`config.mk`:
```
export PLATFORM = sky130hd
export DESIGN_NAME = lb_sqrt
export DESIGN_NICKNAME = d
export VERILOG_FILES = /design/src/rtl/core/lorentz_boost_top_defines.svh /design/src/rtl/core/lb_sqrt.sv
export SDC_FILE = /design/constraint.sdc
export NUM_CORES = 2
export LEC_CHECK = 0
export BUFFER_PORTS_ARGS = -buffer_cell sky130_fd_sc_hd__buf_4
export CORE_MARGIN = 5
export CORE_UTILIZATION = 45
export CTS_BUF_LIST = sky130_fd_sc_hd__clkbuf_8
export CTS_CLUSTER_DIAMETER = 100
export CTS_CLUSTER_SIZE = 28
export DETAILED_ROUTE_END_ITERATION = 8
export HOLD_SLACK_MARGIN = 0.08
export PLACE_DENSITY = 0.62
export SKIP_CTS_REPAIR_TIMING = 1
export SLEW_MARGIN = 20
export SYNTH_ARGS = -nofsm -noshare
export SYNTH_HDL_FRONTEND = slang
export SYNTH_SLANG_ARGS = --single-unit
```
`constraint.sdc`:
```
create_clock -name clk -period 7.7 [get_ports clk]
set_input_delay 0.385 -clock clk [delete_from_list [all_inputs] [get_ports clk]]
set_output_delay 0.385 -clock clk [all_outputs]
set_load 0.01 [all_outputs]
```
`src/rtl/core/lorentz_boost_top_defines.svh`:
```
// Assertion macros for the Lorentz boost block.
`ifndef LORENTZ_BOOST_TOP_DEFINES_SVH
`define LORENTZ_BOOST_TOP_DEFINES_SVH
// Implication checked on every rising edge, off during reset.
`define LB_ASSERT_IMP(label, ante, cons) \
  label: assert property (@(posedge clk) disable iff (!rst_n) (ante) |-> (cons)) \
    else $error("assertion failed");
// Next-cycle implication, off during reset.
`define LB_ASSERT_NXT(label, ante, cons) \
  label: assert property (@(posedge clk) disable iff (!rst_n) (ante) |=> (cons)) \
    else $error("assertion failed");
`endif

```
`src/rtl/core/lb_sqrt.sv`:
```
// Pipelined integer square root of a 64-bit value, carrying a side tag.
module lb_sqrt #(
  parameter int unsigned TagW = 1
) (
  input  logic            clk,
  input  logic            rst_n,
  input  logic            en,
  input  logic            in_valid,
  input  logic [63:0]     in_val,
  input  logic [TagW-1:0] in_tag,
  output logic            out_valid,
  output logic [31:0]     out_root,
  output logic [TagW-1:0] out_tag
);
  // one result bit per stage, 32 stages
  localparam int unsigned N = 32;
  logic [63:0]     rem_r [N+1];
  logic [31:0]     root_r [N+1];
  logic [TagW-1:0] tag_r [N+1];
  logic [N:0]      vld_r;

  always_comb begin
    rem_r[0]  = in_val;
    root_r[0] = '0;
    tag_r[0]  = in_tag;
    vld_r[0]  = in_valid;
  end

  for (genvar k = 0; k < N; k++) begin : g_st
    localparam int unsigned Sh = 2 * (N - 1 - k);
    logic [65:0] trial;
    logic [65:0] remsh;
    always_comb begin
      trial = ({34'd0, root_r[k]} << (Sh + 2)) | (66'd1 << Sh);
      remsh = {2'b00, rem_r[k]};
    end
    always_ff @(posedge clk) begin
      if (!rst_n) begin
        vld_r[k+1] <= 1'b0;
      end else if (en) begin
        vld_r[k+1] <= vld_r[k];
      end
      if (en) begin
        tag_r[k+1] <= tag_r[k];
        if (remsh >= trial) begin
          rem_r[k+1]  <= rem_r[k] - trial[63:0];
          root_r[k+1] <= {root_r[k][30:0], 1'b1};
        end else begin
          rem_r[k+1]  <= rem_r[k];
          root_r[k+1] <= {root_r[k][30:0], 1'b0};
        end
      end
    end
  end

  assign out_valid = vld_r[N];
  assign out_root  = root_r[N];
  assign out_tag   = tag_r[N];
endmodule

```
# After elaboration in Yosys (flattened, before gate mapping)
# Cells that the tools add are included.
[word_totals] reg_bits=2576 input_bits=69 output_inout_bits=34 elab_cells=253
[op_classes] add_sub_neg=31 order_cmp=32 muxes=63
[op_table] operator="$mux 64" count=31
[op_table] operator="$ge 64x33->1" count=1
[op_table] operator="$ge 64x34->1" count=1
[op_table] operator="$ge 64x35->1" count=1
[op_table] operator="$ge 64x36->1" count=1
[op_table] operator="$ge 64x37->1" count=1
[op_table] operator="$ge 64x38->1" count=1
[op_table] operator="$ge 64x39->1" count=1
[op_table] operator="$ge 64x40->1" count=1
[op_table] operator="$ge 64x41->1" count=1
[op_table] operator="$ge 64x42->1" count=1
[op_table] operator="$ge 64x43->1" count=1
[op_table] operator="$ge 64x44->1" count=1
[op_table] operator="$ge 64x45->1" count=1
[op_table] operator="$ge 64x46->1" count=1
[op_table] operator="$ge 64x47->1" count=1
[op_table] operator="$ge 64x48->1" count=1
[op_table] operator="$ge 64x49->1" count=1
[op_table] operator="$ge 64x50->1" count=1
[op_table] operator="$ge 64x51->1" count=1
[op_table] operator="$ge 64x52->1" count=1
[op_table] operator="$ge 64x53->1" count=1
[op_table] operator="$ge 64x54->1" count=1
[op_table] operator="$ge 64x55->1" count=1
[op_table] operator="other kinds (41)" count=72

# Logic depth before layout (Yosys ltp)
[logic_depth] word_depth=2 depth_mapped=14 ltp_nobuf=12

# Worst setup path before layout
# No wires, ideal clock.
[synth_timing] kind="flip-flop to flip-flop" startpoint="reg rem_r (netlist bit g_st[27].remsh[36])" endpoint="reg rem_r (netlist bit g_st[28].remsh[42]) (data pin)" setup_ns=0.259 arrival_ns=3.082 t_required_ns=7.441 setup_slack_ns=4.359 path_stages_with_launch=12 path_buffers=2 synth_period_minus_slack_ns=3.341 cell_sequence="edfxtp_1 > ha_1 > clkbuf_1 > or4b_2 > or3_1 > o22ai_1 > a311o_1 > nor2_1 > clkbuf_1 > a2111oi_2 > nand2_1 > xnor2_1"
[synth_between] elab_chain_len=2 elab_cells_between_ends=3 classes_between="1 x add/sub; 1 x order compare; 1 x mux"
[synth_lines] item="start: declaration" line="lb_sqrt.sv:17" text="logic [63:0] rem_r [N+1];"
[synth_lines] item="start signal: indexed assignment" line="lb_sqrt.sv:46" text="rem_r[k+1] <= rem_r[k] - trial[63:0];"
[synth_lines] item="start signal: indexed assignment" line="lb_sqrt.sv:49" text="rem_r[k+1] <= rem_r[k];"
[synth_lines] item="$sub 64x37->64 / $ge 64x37->1 (equally long branches)" line="lb_sqrt.sv:46, lb_sqrt.sv:45"
[synth_lines] item="$mux 64 *" line="lb_sqrt.sv:45" text="if (remsh >= trial) begin"
# Every way passes the cells marked *; elsewhere a longest branch is shown, timed or not.
# A chain may end at the register's enable or synchronous reset.

# Final worst setup path
[layout_timing] startpoint="reg rem_r (netlist bit g_st[30].remsh[33])" endpoint="reg rem_r (netlist bit g_st[31].remsh[62]) (data pin)"
[layout_between] elab_chain_len=2 elab_cells_between_ends=3 classes_between="1 x add/sub; 1 x order compare; 1 x mux"
[layout_lines] item="$sub 64x34->64 / $ge 64x34->1 (equally long branches)" line="lb_sqrt.sv:46, lb_sqrt.sv:45"
[layout_lines] item="$mux 64 *" line="lb_sqrt.sv:45"
# Marks and branches as above.

==> flow_metrics.env <==
export IMPL_synthArstFlopShare=0
export IMPL_dieArea_sq_mm=0.2848
export IMPL_finalMaxSlewViolations=0
export IMPL_area_delta_synth_final_pct=7.050
export IMPL_cts_sinks=2576
export IMPL_final_cell_mix="edfxtp_1, inv_1, nor2_1"
export IMPL_grt_pass1_vias=75530
export IMPL_arrival_ps=6030
export IMPL_start_util=0.4514
export IMPL_first_pass_iters=6
export IMPL_drcViolationCount=0
export IMPL_grt_first_pass_wirelength_mm=472.0
export IMPL_vdd_drop_max_mv=0.1679
export IMPL_totalWireLength_mm=319.7
export IMPL_vias_per_cell=5.736
export IMPL_maxCapViolCount=0
export IMPL_cp_max_fo=11
export IMPL_synth_cells=9889
export IMPL_final_hold_viol_count=0
export IMPL_clock_latency_ps=1020
export IMPL_routabilityCongestion=0.9419
export IMPL_multiInputGateArea_sq_mm=0.04285
export IMPL_grt_overflow=0
export IMPL_die_y_um=533.7
export IMPL_ant_nets=0
export IMPL_dp_hpwl_mm=244.0
export IMPL_drive_gt1_frac=0.04848
export IMPL_clock_skew_final_ps=64.87
export IMPL_grtUsageTotal=0.2153
export IMPL_h_tree_depth=3
export IMPL_rows=192
export IMPL_grt_max_degree=213
export IMPL_cts_buffers=119
export IMPL_tightest_slew_ps=1344
export IMPL_ys_seq_elements=2576
export IMPL_end_kind="flop"
export IMPL_fillers=23810
export IMPL_antenna_found_initial=15
export IMPL_reg2reg_from="g_st[30].remsh[33]$_DFFE_PP_"
export IMPL_path_class="flop to flop"
export IMPL_top_level_ports=103
export IMPL_path_clk_slew_ps=170
export IMPL_cts_root_buf="clkbuf_8"
export IMPL_numPortBuffers=102
export IMPL_clockBufferDepth=3
export IMPL_worstHoldStart="in_tag"
export IMPL_relSlewSlack=0.1039
export IMPL_netlist_area_sq_mm=0.1234
export IMPL_start_kind="flop"
export IMPL_outcome="finished clean"
export IMPL_wl_per_cell_um=23.29
export IMPL_drtIter0Drc=7012
export IMPL_layout_min_cycle_time_ps=5257
export IMPL_synth_distinct_cells=98
export IMPL_yosysWarnings=0
export IMPL_rsz0062_at_grt="false"
export IMPL_synthFlopType="edfxtp_1"
export IMPL_seqCellArea_sq_mm=0.07703
export IMPL_layout_commonest_cell="edfxtp_1"
export IMPL_setup_tns_ps=0
export IMPL_worstPathRequired_ps=8470
export IMPL_finalSetupViolCount=0
export IMPL_die_width_um=533.7
export IMPL_dr_total_vias=78750
export IMPL_syn_nets=10520
export IMPL_power_density_mw_per_mm2=258.5
export IMPL_avgSynthCellArea_sq_um=12.48
export IMPL_fmax_mhz=190.2
export IMPL_nNetsFinal=10700
export IMPL_finalCritPeriodShare=0.6828
export IMPL_critPathLaunch="g_st[30].remsh[33]$_DFFE_PP_"
export IMPL_cts_tree="yes"
export IMPL_synth_seq_area_share=0.6243
export IMPL_synth_edff_count=2544
export IMPL_p_leak_uw=0.04860
export IMPL_coreArea_sq_mm=0.2734
export IMPL_timing_hold_ws_ps=159.2
export IMPL_hold_path_class="input port to flop"
## critical path, stage by stage, from the launching register on
cell       delay, ps
edfxtp_1         430
ha_1             480
nand2_1          130
nor4b_1          840
nand3_1          400
o31ai_1          320
a21oi_1          100
a21oi_1         1020
o2111ai_1        640
nor4_1           520
xor2_1           110
## layer usage
metal	GRT usage	wire length, um
met4	0.07062	12140
met3	0.02296	14500
met5	0	26
met2	0.3780	160300
met1	0.2797	132800
## flip-flops by register name (all words and copies together), names as in the netlist
name / cells
g_st.trial: 496
g_st.remsh: 1984
out_root: 32
out_tag: 1
out_valid: 1
tag_r: 31
vld_r: 31
## path summary, 6_finish.rpt
kind                                                     end  cells after the start  slack, ps
worst max-delay path            g_st[31].remsh[62]$_DFFE_PP_                     10       2440
worst max register to register  g_st[31].remsh[62]$_DFFE_PP_                     10       2440
worst min register to register           tag_r[23]$_DFFE_PP_                      0        420
worst min-delay path                     tag_r[31]$_DFFE_PP_                      2        160
## cells by family after synthesis
group,after synthesis,share of synthesized area
AO/OA/AOI/OAI,1882,0.09435
XOR/XNOR,873,0.06196
adder cells (fa/ha/maj),558,0.05658
buffers and inverters,933,0.02894
flip-flops,2576,0.6243
multiplexers,108,0.009643
AND/OR/NAND/NOR,2959,0.1243
## cell type report
type,count,area share
flip-flops and latches,2576,0.5832
well taps,3589,0.03399
clock buffers,119,0.01240
diodes,12,0.0002273
clock inverters,60,0.005674
multi-input cells,6380,0.3244
repair buffers,289,0.02015
inverters,704,0.02000
## through the flow
stage	instances	setup WS, ps	util	cell area (sq um)	power, uW
floorplan	9889	4359	-	123400	25000
global placement	13410	2893	0.4694	128300	28120
detailed placement	13410	2816	0.4695	128300	28240
CTS	13580	2775	0.4782	130700	34300
global route	13720	2360	0.4831	132100	35910
finish	13730	2443	0.4832	132100	34150
## where the power goes
group / total, uW / switching [uW] / internal (uW)
Combinational: 8770 / 5260 / 3510
Sequential: 19300 / 1590 / 17700
Clock: 6080 / 4410 / 1670
## cell usage after synthesis (26+ instances only)
| master | count | area, sq um |
|---|---|---|
| nor2_1 | 658 | 2470 |
| o21bai_1 | 50 | 375.4 |
| a31oi_1 | 48 | 300.3 |
| xnor2_1 | 449 | 3933 |
| a21boi_0 | 26 | 195.2 |
| clkbuf_1 | 187 | 701.9 |
| mux2_2 | 62 | 698.2 |
| nor4_1 | 347 | 2171 |
| nand2_1 | 614 | 2305 |
| nor2b_1 | 109 | 681.9 |
| edfxtp_1 | 2544 | 76390 |
| xor2_1 | 424 | 3714 |
| a21oi_1 | 618 | 3093 |
| a21o_1 | 231 | 1734 |
| dfxtp_1 | 32 | 640.6 |
| nor4b_1 | 57 | 499.2 |
| o31ai_1 | 54 | 405.4 |
| nand3_1 | 156 | 780.8 |
| nor3_1 | 289 | 1446 |
| o211ai_1 | 34 | 255.2 |
| and3_1 | 47 | 294.0 |
| o21ai_0 | 465 | 2327 |
| ha_1 | 558 | 6982 |
| or2_2 | 38 | 237.7 |
| o21a_1 | 92 | 690.7 |
| inv_1 | 699 | 2624 |
| nand4b_1 | 34 | 297.8 |
| or3_1 | 121 | 757.0 |
| nand4_1 | 177 | 1107 |
| or4_1 | 63 | 473.0 |
| nand3b_1 | 34 | 255.2 |
| and2_1 | 27 | 168.9 |
| nand2b_1 | 103 | 644.4 |
| mux2i_1 | 39 | 390.4 |
| a211oi_1 | 50 | 375.4 |
Power figures use the tool's default switching activity.
